$ cat src/rtl/fpba_pkg.sv
// fpba_pkg: shared types and constants of the fit-policy block allocator.
// No dependencies; every other file in rtl/ imports it.
`timescale 1ns / 1ps

package fpba_pkg;

    // Fixed field widths of the request and result channels
    localparam int REQ_SIZE_W = 32;
    localparam int SLOT_W     = 6;
    localparam int LEFT_W     = 32;
    localparam int ST_W       = 2;
    localparam int POL_W      = 2;

    // Command queue between front and back
    localparam int Q_DEPTH = 2;
    localparam int QPTR_W  = 1;

    // Search policy codes (code 3 behaves as first fit)
    typedef enum logic [POL_W-1:0] {
        POL_FIRST_FIT = 2'd0,
        POL_BEST_FIT  = 2'd1,
        POL_WORST_FIT = 2'd2
    } pol_t;

    // Result status codes
    typedef enum logic [ST_W-1:0] {
        ST_OK       = 2'd0,
        ST_FULL     = 2'd1,
        ST_BAD_FREE = 2'd2
    } st_t;

    // Request kinds
    typedef enum logic {
        OP_ALLOC = 1'b0,
        OP_FREE  = 1'b1
    } op_t;

    // One classified request, as queued from front to back
    typedef struct packed {
        op_t                   op;
        logic [REQ_SIZE_W-1:0] size;
        logic [SLOT_W-1:0]     slot;
    } cmd_t;

    // Queue status seen by front and back
    typedef struct packed {
        logic full;
        logic empty;
    } q_stat_t;

    // Back-end sequencer states
    typedef enum logic [1:0] {
        BK_IDLE,
        BK_SCAN,
        BK_FINISH
    } bk_state_t;

endpackage

$ cat src/rtl/fpba_req_if.sv
// fpba_req_if: request channel (valid/ready plus request fields).
// Depends on fpba_pkg for field widths.
`timescale 1ns / 1ps

interface fpba_req_if;
    import fpba_pkg::*;

    logic                  valid;
    logic                  ready;
    logic                  req_type;
    logic [REQ_SIZE_W-1:0] req_size;
    logic [SLOT_W-1:0]     free_slot;

    modport source (output valid, output req_type, output req_size, output free_slot,
                    input ready);
    modport sink   (input valid, input req_type, input req_size, input free_slot,
                    output ready);
endinterface

$ cat src/rtl/fpba_rsp_if.sv
// fpba_rsp_if: result channel (valid/ready plus result fields).
// Depends on fpba_pkg for field widths.
`timescale 1ns / 1ps

interface fpba_rsp_if;
    import fpba_pkg::*;

    logic              valid;
    logic              ready;
    logic [SLOT_W-1:0] granted_slot;
    logic              reused;
    logic [LEFT_W-1:0] leftover_bytes;
    logic [ST_W-1:0]   status;

    modport source (output valid, output granted_slot, output reused,
                    output leftover_bytes, output status, input ready);
    modport sink   (input valid, input granted_slot, input reused,
                    input leftover_bytes, input status, output ready);
endinterface

$ cat src/rtl/fpba_front.sv
// fpba_front: accepts request items, classifies them and pushes them to the queue.
// Depends on fpba_pkg and fpba_req_if.
`timescale 1ns / 1ps

module fpba_front (
    input  logic                clk,
    input  logic                rst_n,
    fpba_req_if.sink            req,
    input  fpba_pkg::q_stat_t   q_stat,
    output logic                push,
    output fpba_pkg::cmd_t      push_cmd
);
    import fpba_pkg::*;

    logic hold_vld_reg;
    logic hold_vld_next;
    cmd_t hold_cmd_reg;
    logic accept;

    assign push      = hold_vld_reg && !q_stat.full;
    assign req.ready = !hold_vld_reg || !q_stat.full;
    assign accept    = req.valid && req.ready;
    assign push_cmd  = hold_cmd_reg;

    always_comb
    begin
        hold_vld_next = hold_vld_reg;
        if (accept)
        begin
            hold_vld_next = 1'b1;
        end
        else if (push)
        begin
            hold_vld_next = 1'b0;
        end
    end

    always_ff @(posedge clk or negedge rst_n)
    begin
        if (!rst_n)
        begin
            hold_vld_reg <= 1'b0;
        end
        else
        begin
            hold_vld_reg <= hold_vld_next;
        end
    end

    always_ff @(posedge clk)
    begin
        if (accept)
        begin
            hold_cmd_reg.op   <= req.req_type ? OP_FREE : OP_ALLOC;
            hold_cmd_reg.size <= req.req_size;
            hold_cmd_reg.slot <= req.free_slot;
        end
    end
endmodule

$ cat src/rtl/fpba_queue.sv
// fpba_queue: short command queue that decouples front and back.
// Depends on fpba_pkg.
`timescale 1ns / 1ps

module fpba_queue (
    input  logic                clk,
    input  logic                rst_n,
    input  logic                push,
    input  fpba_pkg::cmd_t      push_cmd,
    input  logic                pop,
    output fpba_pkg::cmd_t      head,
    output fpba_pkg::q_stat_t   q_stat
);
    import fpba_pkg::*;

    cmd_t              ent_reg [Q_DEPTH];
    logic [QPTR_W-1:0] wr_ptr_reg;
    logic [QPTR_W-1:0] rd_ptr_reg;
    logic [QPTR_W:0]   cnt_reg;

    assign head         = ent_reg[rd_ptr_reg];
    assign q_stat.full  = (cnt_reg == (QPTR_W+1)'(Q_DEPTH));
    assign q_stat.empty = (cnt_reg == '0);

    always_ff @(posedge clk or negedge rst_n)
    begin
        if (!rst_n)
        begin
            wr_ptr_reg <= '0;
            rd_ptr_reg <= '0;
            cnt_reg    <= '0;
        end
        else
        begin
            if (push)
            begin
                wr_ptr_reg <= wr_ptr_reg + 1'b1;
            end
            if (pop)
            begin
                rd_ptr_reg <= rd_ptr_reg + 1'b1;
            end
            if (push && !pop)
            begin
                cnt_reg <= cnt_reg + 1'b1;
            end
            else if (pop && !push)
            begin
                cnt_reg <= cnt_reg - 1'b1;
            end
        end
    end

    always_ff @(posedge clk)
    begin
        if (push)
        begin
            ent_reg[wr_ptr_reg] <= push_cmd;
        end
    end
endmodule

$ cat src/rtl/fpba_back.sv
// fpba_back: carries out queued commands against the block table and drives results.
// Depends on fpba_pkg and fpba_rsp_if; holds the size and free-mark memories.
`timescale 1ns / 1ps

module fpba_back #(
    parameter int MAX_BLOCKS = 64,
    parameter int SIZE_BITS  = 32
) (
    input  logic                        clk,
    input  logic                        rst_n,
    input  logic [fpba_pkg::POL_W-1:0]  fit_policy,
    input  fpba_pkg::cmd_t              head,
    input  fpba_pkg::q_stat_t           q_stat,
    output logic                        pop,
    fpba_rsp_if.source                  rsp
);
    import fpba_pkg::*;

    localparam int IDX_W = (MAX_BLOCKS > 1) ? $clog2(MAX_BLOCKS) : 1;
    localparam int CNT_W = $clog2(MAX_BLOCKS + 1);
    localparam int CMP_W = (CNT_W > SLOT_W) ? CNT_W : SLOT_W;

    // Table memories; entries below the entry count are always written first
    logic [SIZE_BITS-1:0] size_mem [MAX_BLOCKS];
    logic                 free_mem [MAX_BLOCKS];
    logic [SIZE_BITS-1:0] rd_size_reg;
    logic                 rd_free_reg;
    logic [IDX_W-1:0]     raddr;
    logic [IDX_W-1:0]     waddr;
    logic                 size_we;
    logic                 free_we;
    logic                 free_wdata;

    bk_state_t            state_reg, state_next;
    logic [CNT_W-1:0]     cnt_reg, cnt_next;
    logic [CNT_W-1:0]     iss_reg, iss_next;
    logic                 evl_vld_reg, evl_vld_next;
    logic [IDX_W-1:0]     evl_idx_reg, evl_idx_next;
    logic                 found_reg, found_next;
    logic [IDX_W-1:0]     pick_reg, pick_next;
    logic [SIZE_BITS-1:0] pick_size_reg, pick_size_next;
    logic [SIZE_BITS-1:0] want_reg, want_next;

    logic                 out_vld_reg, out_vld_next;
    logic [SLOT_W-1:0]    out_slot_reg, out_slot_next;
    logic                 out_reused_reg, out_reused_next;
    logic [LEFT_W-1:0]    out_left_reg, out_left_next;
    st_t                  out_st_reg, out_st_next;
    logic                 out_load;

    logic                 fits;
    logic                 take;

    assign rsp.valid          = out_vld_reg;
    assign rsp.granted_slot   = out_slot_reg;
    assign rsp.reused         = out_reused_reg;
    assign rsp.leftover_bytes = out_left_reg;
    assign rsp.status         = out_st_reg;

    // Candidate test on the entry whose read data is now registered
    assign fits = evl_vld_reg && rd_free_reg && (rd_size_reg >= want_reg);
    assign take = fits && (!found_reg
                  || ((fit_policy == POL_BEST_FIT) && (rd_size_reg < pick_size_reg))
                  || ((fit_policy == POL_WORST_FIT) && (rd_size_reg > pick_size_reg)));

    always_comb
    begin
        state_next      = state_reg;
        cnt_next        = cnt_reg;
        iss_next        = iss_reg;
        evl_vld_next    = evl_vld_reg;
        evl_idx_next    = evl_idx_reg;
        found_next      = found_reg;
        pick_next       = pick_reg;
        pick_size_next  = pick_size_reg;
        want_next       = want_reg;
        out_vld_next    = out_vld_reg && !rsp.ready;
        out_slot_next   = out_slot_reg;
        out_reused_next = out_reused_reg;
        out_left_next   = out_left_reg;
        out_st_next     = out_st_reg;
        out_load        = 1'b0;
        pop             = 1'b0;
        size_we         = 1'b0;
        free_we         = 1'b0;
        free_wdata      = 1'b0;
        waddr           = '0;
        raddr           = IDX_W'(iss_reg);

        case (state_reg)
            BK_IDLE:
            begin
                if (!q_stat.empty && !out_vld_reg)
                begin
                    pop = 1'b1;
                    if (head.op == OP_FREE)
                    begin
                        out_load        = 1'b1;
                        out_slot_next   = head.slot;
                        out_reused_next = 1'b0;
                        out_left_next   = '0;
                        if (CMP_W'(head.slot) >= CMP_W'(cnt_reg))
                        begin
                            out_st_next = ST_BAD_FREE;
                        end
                        else
                        begin
                            free_we     = 1'b1;
                            free_wdata  = 1'b1;
                            waddr       = IDX_W'(head.slot);
                            out_st_next = ST_OK;
                        end
                    end
                    else
                    begin
                        want_next    = SIZE_BITS'(head.size);
                        found_next   = 1'b0;
                        iss_next     = '0;
                        evl_vld_next = 1'b0;
                        state_next   = BK_SCAN;
                    end
                end
            end
            BK_SCAN:
            begin
                // Issue one read per cycle, evaluate the one issued last cycle
                evl_vld_next = (iss_reg < cnt_reg);
                evl_idx_next = IDX_W'(iss_reg);
                if (iss_reg < cnt_reg)
                begin
                    iss_next = iss_reg + CNT_W'(1);
                end
                if (take)
                begin
                    found_next     = 1'b1;
                    pick_next      = evl_idx_reg;
                    pick_size_next = rd_size_reg;
                end
                if ((iss_reg >= cnt_reg) && !evl_vld_reg)
                begin
                    state_next = BK_FINISH;
                end
            end
            BK_FINISH:
            begin
                out_load   = 1'b1;
                state_next = BK_IDLE;
                if (found_reg)
                begin
                    free_we         = 1'b1;
                    free_wdata      = 1'b0;
                    waddr           = pick_reg;
                    out_slot_next   = SLOT_W'(pick_reg);
                    out_reused_next = 1'b1;
                    out_left_next   = LEFT_W'(pick_size_reg - want_reg);
                    out_st_next     = ST_OK;
                end
                else if (cnt_reg == CNT_W'(MAX_BLOCKS))
                begin
                    out_slot_next   = '0;
                    out_reused_next = 1'b0;
                    out_left_next   = '0;
                    out_st_next     = ST_FULL;
                end
                else
                begin
                    // Append a new in-use entry of the requested size
                    size_we         = 1'b1;
                    free_we         = 1'b1;
                    free_wdata      = 1'b0;
                    waddr           = IDX_W'(cnt_reg);
                    cnt_next        = cnt_reg + CNT_W'(1);
                    out_slot_next   = SLOT_W'(cnt_reg);
                    out_reused_next = 1'b0;
                    out_left_next   = '0;
                    out_st_next     = ST_OK;
                end
            end
            default:
            begin
                state_next = BK_IDLE;
            end
        endcase

        if (out_load)
        begin
            out_vld_next = 1'b1;
        end
    end

    always_ff @(posedge clk or negedge rst_n)
    begin
        if (!rst_n)
        begin
            state_reg   <= BK_IDLE;
            cnt_reg     <= '0;
            iss_reg     <= '0;
            evl_vld_reg <= 1'b0;
            found_reg   <= 1'b0;
            out_vld_reg <= 1'b0;
        end
        else
        begin
            state_reg   <= state_next;
            cnt_reg     <= cnt_next;
            iss_reg     <= iss_next;
            evl_vld_reg <= evl_vld_next;
            found_reg   <= found_next;
            out_vld_reg <= out_vld_next;
        end
    end

    always_ff @(posedge clk)
    begin
        evl_idx_reg    <= evl_idx_next;
        pick_reg       <= pick_next;
        pick_size_reg  <= pick_size_next;
        want_reg       <= want_next;
        out_slot_reg   <= out_slot_next;
        out_reused_reg <= out_reused_next;
        out_left_reg   <= out_left_next;
        out_st_reg     <= out_st_next;
    end

    always_ff @(posedge clk)
    begin
        if (size_we)
        begin
            size_mem[waddr] <= want_reg;
        end
        if (free_we)
        begin
            free_mem[waddr] <= free_wdata;
        end
        rd_size_reg <= size_mem[raddr];
        rd_free_reg <= free_mem[raddr];
    end
endmodule

$ cat src/rtl/fit_policy_block_allocator.sv
// fit_policy_block_allocator: top level of the fit-policy block allocator.
// Depends on fpba_pkg, fpba_req_if, fpba_rsp_if, fpba_front, fpba_queue, fpba_back.
`timescale 1ns / 1ps

// Block allocator with a table of up to MAX_BLOCKS entries, each a recorded
// size and a free mark. An allocate item scans the table for a free entry
// that is large enough, picked by first, best or worst fit (set by
// cfg_wdata when cfg_we is high; write only while idle; code 3 is first
// fit; lowest index wins ties). With no fit a new in-use entry is appended,
// or status table-full is returned once the table holds MAX_BLOCKS entries.
// A free item marks the named entry free, or returns bad-free status for a
// slot at or above the entry count. Exactly one result item per request
// item, in order. The back end finishes one request before it takes the
// next; an allocate scans the table, reading one table entry per cycle
// from the single read port of the size memory. The front stage and a
// two-item queue keep accepting items, until both are full, while the
// back end scans or a result waits. Accepted requests pass through the
// front register and the queue before they enter the back end.
// No clearing pass after reset: entries above the entry count are never read.
module fit_policy_block_allocator #(
    parameter int MAX_BLOCKS = 64,
    parameter int SIZE_BITS  = 32
) (
    input  logic                        clk,
    input  logic                        rst_n,
    input  logic                        cfg_we,
    input  logic [fpba_pkg::POL_W-1:0]  cfg_wdata,
    fpba_req_if.sink                    req,
    fpba_rsp_if.source                  rsp
);
    import fpba_pkg::*;

    // Policy register; the user must write it only while idle, the block does not enforce it
    logic [POL_W-1:0] fit_policy_reg;

    // Front-to-queue and queue-to-back links
    logic    push;
    cmd_t    push_cmd;
    logic    pop;
    cmd_t    head;
    q_stat_t q_stat;

    always_ff @(posedge clk or negedge rst_n)
    begin
        if (!rst_n)
        begin
            fit_policy_reg <= POL_FIRST_FIT;
        end
        else if (cfg_we)
        begin
            fit_policy_reg <= cfg_wdata;
        end
    end

    // Front: input item register and classification
    fpba_front u_front (
        .clk      (clk),
        .rst_n    (rst_n),
        .req      (req),
        .q_stat   (q_stat),
        .push     (push),
        .push_cmd (push_cmd)
    );

    // Short queue so front and back stall independently
    fpba_queue u_queue (
        .clk      (clk),
        .rst_n    (rst_n),
        .push     (push),
        .push_cmd (push_cmd),
        .pop      (pop),
        .head     (head),
        .q_stat   (q_stat)
    );

    // Back: table scan, decision, write-back and result register
    fpba_back #(
        .MAX_BLOCKS (MAX_BLOCKS),
        .SIZE_BITS  (SIZE_BITS)
    ) u_back (
        .clk        (clk),
        .rst_n      (rst_n),
        .fit_policy (fit_policy_reg),
        .head       (head),
        .q_stat     (q_stat),
        .pop        (pop),
        .rsp        (rsp)
    );
endmodule

$ cat src/flat_wrapper.sv
// flat-port wrapper written by rule: the top's interface ports become plain ports
module fit_policy_block_allocator_flat import fpba_pkg::*;
#(
    parameter int MAX_BLOCKS = 64,
    parameter int SIZE_BITS  = 32
)
  (clk, rst_n, cfg_we, cfg_wdata, req_valid, req_req_type, req_req_size, req_free_slot, req_ready, rsp_valid, rsp_granted_slot, rsp_reused, rsp_leftover_bytes, rsp_status, rsp_ready);
  fpba_req_if req_i ();
  fpba_rsp_if rsp_i ();
  input  logic clk;
  input  logic rst_n;
  input  logic cfg_we;
  input  logic [fpba_pkg::POL_W-1:0] cfg_wdata;
  input wire logic [$bits(req_i.valid)-1:0] req_valid;
  input wire logic [$bits(req_i.req_type)-1:0] req_req_type;
  input wire logic [$bits(req_i.req_size)-1:0] req_req_size;
  input wire logic [$bits(req_i.free_slot)-1:0] req_free_slot;
  output wire logic [$bits(req_i.ready)-1:0] req_ready;
  output wire logic [$bits(rsp_i.valid)-1:0] rsp_valid;
  output wire logic [$bits(rsp_i.granted_slot)-1:0] rsp_granted_slot;
  output wire logic [$bits(rsp_i.reused)-1:0] rsp_reused;
  output wire logic [$bits(rsp_i.leftover_bytes)-1:0] rsp_leftover_bytes;
  output wire logic [$bits(rsp_i.status)-1:0] rsp_status;
  input wire logic [$bits(rsp_i.ready)-1:0] rsp_ready;
  assign req_i.valid = req_valid;
  assign req_i.req_type = req_req_type;
  assign req_i.req_size = req_req_size;
  assign req_i.free_slot = req_free_slot;
  assign req_ready = req_i.ready;
  assign rsp_valid = rsp_i.valid;
  assign rsp_granted_slot = rsp_i.granted_slot;
  assign rsp_reused = rsp_i.reused;
  assign rsp_leftover_bytes = rsp_i.leftover_bytes;
  assign rsp_status = rsp_i.status;
  assign rsp_i.ready = rsp_ready;
  fit_policy_block_allocator #(.MAX_BLOCKS(MAX_BLOCKS), .SIZE_BITS(SIZE_BITS)) u_core (.clk(clk), .rst_n(rst_n), .cfg_we(cfg_we), .cfg_wdata(cfg_wdata), .req(req_i), .rsp(rsp_i));
endmodule
$ cat config.mk
export PLATFORM = sky130hd
export DESIGN_NAME = fit_policy_block_allocator_flat
export DESIGN_NICKNAME = d
export VERILOG_FILES = /design/src/rtl/fpba_pkg.sv /design/src/rtl/fpba_req_if.sv /design/src/rtl/fpba_rsp_if.sv /design/src/rtl/fpba_front.sv /design/src/rtl/fpba_queue.sv /design/src/rtl/fpba_back.sv /design/src/rtl/fit_policy_block_allocator.sv /design/src/flat_wrapper.sv
export SDC_FILE = /design/constraint.sdc
export NUM_CORES = 2
export LEC_CHECK = 0
export BUFFER_PORTS_ARGS = -buffer_cell sky130_fd_sc_hd__buf_2
export CAP_MARGIN = 20
export CORE_MARGIN = 4
export CORE_UTILIZATION = 65
export CTS_CLUSTER_SIZE = 20
export DETAILED_ROUTE_END_ITERATION = 6
export HOLD_SLACK_MARGIN = 0.03
export PLACE_DENSITY = 0.84
export RECOVER_POWER = 100
export SLEW_MARGIN = 25
export SYNTH_ARGS = -nofsm -noshare
export SYNTH_HDL_FRONTEND = slang
export SYNTH_SLANG_ARGS = --single-unit
$ cat constraint.sdc
create_clock -name clk -period 9 [get_ports clk]
set_input_delay 1.8 -clock clk [delete_from_list [all_inputs] [get_ports clk]]
set_output_delay 1.8 -clock clk [all_outputs]
set_load 0.05 [all_outputs]
Word level (Yosys, flattened, before mapping). Memory sizes are Yosys's and may differ from the RTL's. A register that Yosys moved wholly into a read port is not among the register bits. Cells that the tools add are included.

Flip-flop bits (word level): 182. Memory bits (writable): 2190. Input bits: 46. Output and inout bits: 43. Word-level logic and storage cells: 153. Memories: 3.

Add/sub/neg operators: 7. $lt $le $gt $ge: 6. Equal/unequal tests: 12. Mux-type cells: 62. Bitwise logic cells: 3. Reductions and logical operators: 38.

Memory list: u_core.u_back.size_mem (words 64, width 32, rd ports 1, clocked after Yosys merged registers in 1, write ports 1, line fpba_back.sv:24) `logic [SIZE_BITS-1:0] size_mem [MAX_BLOCKS];`; u_core.u_queue.ent_reg (words 2, width 39, rd ports 1, clocked after Yosys merged registers in 0, write ports 1, line fpba_queue.sv:16) `cmd_t ent_reg [Q_DEPTH];`; u_core.u_back.free_mem (words 64, width 1, rd ports 1, clocked after Yosys merged registers in 1, write ports 1, line fpba_back.sv:25) `logic free_mem [MAX_BLOCKS];`.

Operators with widths (number): 32-bit 2-to-1 mux (3); 32-bit case mux with 2 select lines (1); 6-bit 2-to-1 mux (7); 32-bit greater-or-equal comparator (1); 32-bit greater-than comparator (1); 32-bit less-than comparator (1); 32-bit subtractor (1); 1-bit 2-to-1 mux (30); 6-bit case mux with 2 select lines (2); 7-bit 2-to-1 mux (3); 2-bit 2-to-1 mux (8); 3-bit AND reduction (5); 7-bit by 1-bit adder with 7-bit output (second input constant) (2); 7-bit case mux with 2 select lines (1); 1-bit logical AND (12); 2-bit != test (second input constant) (5); 1-bit case mux with 2 select lines (5); 1-bit zero test (9); 2-bit case mux with 2 select lines (2); 4-bit AND reduction (2); 2-bit nonzero test (4); 7-bit == test (second input constant) (1); 6-bit by 7-bit greater-or-equal comparator with 1-bit output (1); 7-bit greater-or-equal comparator (1); other kinds (11) (20).

Longest topological paths before layout.
Depth after elaboration: 8. Depth in mapped cells: 15. Gate-level depth less buffers: 12.

By module. A second synthesis with hierarchy kept.

Cell total of the unflattened synthesis: 4143. Area, all modules: 93807.5 µm².

Modules (own cells, without submodules): fpba_back (times used 1, cells each 3958, area each 89500.8 µm², sequential area each 68070.3 µm²); fpba_queue (times used 1, cells each 137, area each 3012.9 µm², sequential area each 2442.3 µm²); fpba_front (times used 1, cells each 44, area each 1221.2 µm², sequential area each 1196.1 µm²); fit_policy_block_allocator (times used 1, cells each 4, area each 72.6 µm², sequential area each 50.0 µm²).

Worst setup path after synthesis. OpenSTA, ideal clock, no wires.

Path kind: reg-to-reg. From: register u_core.u_queue.rd_ptr_reg. To: memory u_core.u_back.size_mem[13][0] (enable). Setup time: 421 ps. Arrival: 5556 ps. Data required time: 8579 ps. Setup slack: 3023 ps. Stages on the path, launching flop included: 14. Buffers on the path: 3. Clock period less this slack: 5977 ps. Cells stage by stage: dfrtp_1 buf_1 mux2i_1 ha_1 nand2b_1 a21o_1 a21o_1 a211oi_4 a21oi_2 or3b_1 buf_2 or2_1 buf_2 nor2_1.

Cells in the longest elaborated chain, start to end: 6.

RTL lines: from (decl) (line fpba_queue.sv:18) `logic [QPTR_W-1:0] rd_ptr_reg;`; from (signal assigned) (line fpba_queue.sv:41) `rd_ptr_reg <= rd_ptr_reg + 1'b1;`; memory read 2 x 39 bit *; 6-bit by 7-bit greater-or-equal comparator with 1-bit output (line fpba_back.sv:102) `if (CMP_W'(head.slot) >= CMP_W'(cnt_reg))`; 6-bit 2-to-1 mux (line fpba_back.sv:102); 6-bit 2-to-1 mux * (line fpba_back.sv:96) `if (head.op == OP_FREE)`; 6-bit 2-to-1 mux * (line fpba_back.sv:93) `if (!q_stat.empty && !out_vld_reg)`; 6-bit case mux with 2 select lines * (line fpba_back.sv:90) `case (state_reg)`; to (decl) (line fpba_back.sv:24).

Mark *: on every way between the ends. The rest lies on a longest branch, timed or not.

Final worst setup path.
From: register u_core.u_back.want_reg[20]. To: register u_core.u_back.pick_size_reg[20] (enable).

Cells in the longest elaborated chain, start to end: 4.

RTL lines: from (decl) (line fpba_back.sv:42) `logic [SIZE_BITS-1:0] want_reg, want_next;`; from (signal assigned) (line fpba_back.sv:218) `want_reg <= want_next;`; 32-bit greater-or-equal comparator (line fpba_back.sv:61) `assign fits = evl_vld_reg && rd_free_reg && (rd_size_reg >= want_reg);`; 1-bit logical AND (line fpba_back.sv:61); 1-bit logical AND (line fpba_back.sv:62) `assign take = fits && (!found_reg`; 2-bit AND reduction (no source line); to (signal assigned) (line fpba_back.sv:217) `pick_size_reg <= pick_size_next;`; to (decl) (line fpba_back.sv:41) `logic [SIZE_BITS-1:0] pick_size_reg, pick_size_next;`.

Every way passes these cells. A chain may end at the register's enable or synchronous reset.

==> impl_results.md <==
- Status: finished, violations left
- Failing checks: antenna rules, DRC, capacitance limit, slew limit
- Vias: 51280
- DRC: 16
- Seq cells post-synth: 2405
- First-pass GRT wire length: 397800 µm
- Critical Path Stages: 12
- DP Worst Slack: 2889 ps
- WP buf/inv: 3
- CTS H-Tree Depth: 4
- Routed wire length: 295500 µm
- Crit. End Element: flip-flop
- CTS tree: yes
- Buffer count from post-CTS setup fixing: 0
- R2R cell count: 12
- Critical Path RT: 9320 ps
- Fill count: 7121
- Final setup TNS: 0 ps
- Mapped Cells: 4137
- GR Overflow Total: 0
- Top cell type's share of synthesized area: 75.25%
- Final setup viols: 0
- Synth Area per Inst: 22.63 µm²
- Non-Filler Instances: 6532
- Cell Area, Placed: 97710 µm²
- Nets: 4561
- Clk Latency, worst-skew pair: 890 ps
- Number of flops mapped to enable cells by yosys: 2346
- Synth cell types: 60
- # IOs: 89
- CP max FO: 65
- Clock buffer count from CTS: 219
- Number of hold buffers added after cts: 0
- CTS resizes: 0
- Hold_ws: 419.4 ps
- CTS max path bufs: 3
- Detail Placement HPWL: 153800 µm
- Clock slew at the register clock pins of the worst setup and hold paths: 70 ps
- Max Clk Rate: 0.1291 GHz
- Critical Path Source Type: flip-flop
- Slack of the critical path: 1252 ps
- Clk_skew: 66.31 ps
- Delay-heaviest family, CP: buffers and inverters
- Die X: 387.5 µm
- Die area: 150200 µm²
- Synth warn: 0
- Layout cells sized above 1: 26.74%
- IO Port Bufs: 88
- Largest net degree at the start of global routing: 145
- Mapped Area: 93610 µm²
- Final hold violations: 0
- Design area: 105200 µm²
- Routed vias/inst: 7.851
- Antenna Violating Nets Remaining: 1
- Post-layout util: 73.94%
- Leak: 32.84 nW
- Cell Chain, Critical Path: clkbuf_1 > inv_1 > ha_1 > a21o_1 > a21o_1 > a21oi_1 > o21ai_0 > a221oi_1 > o21ai_0 > o2111ai_1 > a21oi_4 > clkbuf_2
- Total GRT Usage: 38.39%
- RSZ-0062 raised after global routing: false
- Worst Hold Depth: 0
- Layout area overhead: 12.38%
- FFs w/ async S/R, synth: 1.081%
- CTS sink cnt: 2405
- CTS root buffer: clkbuf_16
- Worst Path Arrival: 8060 ps
- GP Congestion: 0.8716
- Prevailing post-synth register cell: edfxtp_1
- Max incr delay on CP: 2550 ps
- Seq/Total Area, Yosys: 76.66%
- Vias in the first global route: 49270
- Max reg flops: 2048
- Final period utilization: 86.09%
- Synth top area cells: edfxtp_1 (75%), mux4_2 (17%), ha_1 (1.5%)
- Tot Pwr: 32.07 mW
- CP max-delay cell: clkbuf_1
- Syn nets: 4296
- Worst Setup Path Type: reg -> reg
- Initial antenna violation count: 52
- Pwr per Cell Area: 304.8 nW/µm²
- WL/cell: 45.24 µm
- Initial core utilization: 65.80%
- Dpl cells: 6054
- Placeable Area: 142300 µm²
- Peak supply drop: 0.3161 mV
- Crit path time final: 7748 ps
- 1st-pass router iterations: 7
- Die Span Y: 387.5 µm
- Final-report max-slew violation count: 2705
- Core Rows: 138
- Yosys top cell by area: edfxtp_1
- Type of the tightest min-delay check: reg -> reg
- Drt first-iter violations: 9586
- Slew HR: -176.2%
- Measured slew at the worst slew-check pin: 4143 ps
- Maxcap violations: 63
## synth_stat cells (18+ instances only)
cell      instances
edfxtp_1       2346
mux4_2          693
nor2_1          205
clkbuf_1        121
ha_1            112
inv_1            91
buf_1            62
nand2_1          54
a21oi_1          45
mux2_2           40
o21ai_0          36
dfxtp_1          33
a21o_1           31
dfrtp_1          26
nand3_1          19
xnor2_1          19
nand4_1          18
## kinds of logic after synthesis
| kind of cell | count (synthesis) | synth area share [%] |
|---|---|---|
| adder cells (fa/ha/maj) | 113 | 1.518 |
| buffers and inverters | 281 | 1.136 |
| flip-flops | 2405 | 76.66 |
| AND/OR/NAND/NOR | 384 | 1.878 |
| XOR/XNOR | 34 | 0.3181 |
| multiplexers | 741 | 17.24 |
| AO/OA/AOI/OAI | 179 | 1.255 |
## worst reg2reg max path, cell delays in order, from the launching register on
cell	delay, ps
edfxtp_1	320
clkbuf_1	2550
inv_1	750
ha_1	490
a21o_1	160
a21o_1	170
a21oi_1	190
o21ai_0	190
a221oi_1	340
o21ai_0	200
o2111ai_1	950
a21oi_4	20
clkbuf_2	770
## power breakdown
part	total [mW]	switching, mW	internal (mW)
registers	14.3	0.546	13.7
clock network	9.93	4.48	5.45
logic	7.85	5.08	2.77
## cell usage in the layout, fill, tap and decap left out, drive strengths merged, types with 5 or more instances in the layout
| cell type | Yosys | layout |
|---|---|---|
| a211oi | 16 | 16 |
| a21o | 31 | 31 |
| a21oi | 48 | 48 |
| a31oi | 7 | 7 |
| and3 | 8 | 8 |
| buf | 69 | 110 |
| bufinv | 0 | 28 |
| clkbuf | 121 | 398 |
| clkinv | 0 | 88 |
| clkinvlp | 0 | 6 |
| dfrtp | 26 | 26 |
| dfxtp | 33 | 33 |
| diode | 0 | 49 |
| edfxtp | 2346 | 2346 |
| ha | 112 | 112 |
| inv | 91 | 107 |
| mux2 | 40 | 40 |
| mux2i | 8 | 8 |
| mux4 | 693 | 693 |
| nand2 | 54 | 54 |
| nand2b | 17 | 17 |
| nand3 | 19 | 19 |
| nand3b | 5 | 5 |
| nand4 | 18 | 18 |
| nor2 | 205 | 205 |
| nor2b | 11 | 11 |
| nor3 | 15 | 15 |
| o21a | 10 | 10 |
| o21ai | 37 | 37 |
| o21bai | 6 | 6 |
| or2 | 7 | 7 |
| or3 | 6 | 6 |
| xnor2 | 19 | 19 |
| xor2 | 15 | 15 |
## cell type report
class / instances / area, µm² / share of cell area (%)
inverter: 91 / 341.6 / 0.3247
tap: 1890 / 2365 / 2.248
timing repair buffer: 234 / 1996 / 1.897
clock buffer: 274 / 5838 / 5.549
sequential: 2405 / 71760 / 68.21
multi-input combinational: 1451 / 21190 / 20.14
antenna: 49 / 122.6 / 0.1166
clock inverter: 138 / 1592 / 1.513
## routing by layer
layer | track usage (%) | part of all wire [%] | up-vias
met3 | 12.04 | 15 | 1404
met5 | 0 | 0.077 | -
met1 | 48.38 | 30 | 25920
met4 | 20.59 | 8.3 | 34
li1 | - | - | 17990
met2 | 60.73 | 47 | 5941
## path summary, 6_finish.rpt
path	startpoint	endpoint	slack [ps]
max	u_core.u_back.want_reg[20]	u_core.u_back.pick_size_reg[20]	1250
min	u_core.u_back.evl_idx_reg[3]	u_core.u_back.pick_reg[3]	420
max reg2reg	u_core.u_back.want_reg[20]	u_core.u_back.pick_size_reg[20]	1250
min reg2reg	u_core.u_back.evl_idx_reg[3]	u_core.u_back.pick_reg[3]	420
max in group asynchronous	rst_n	u_core.u_back.iss_reg[5]	6250
min in group asynchronous	rst_n	u_core.fit_policy_reg[1]	1450
No activity file was read; power rests on OpenSTA's default activity.
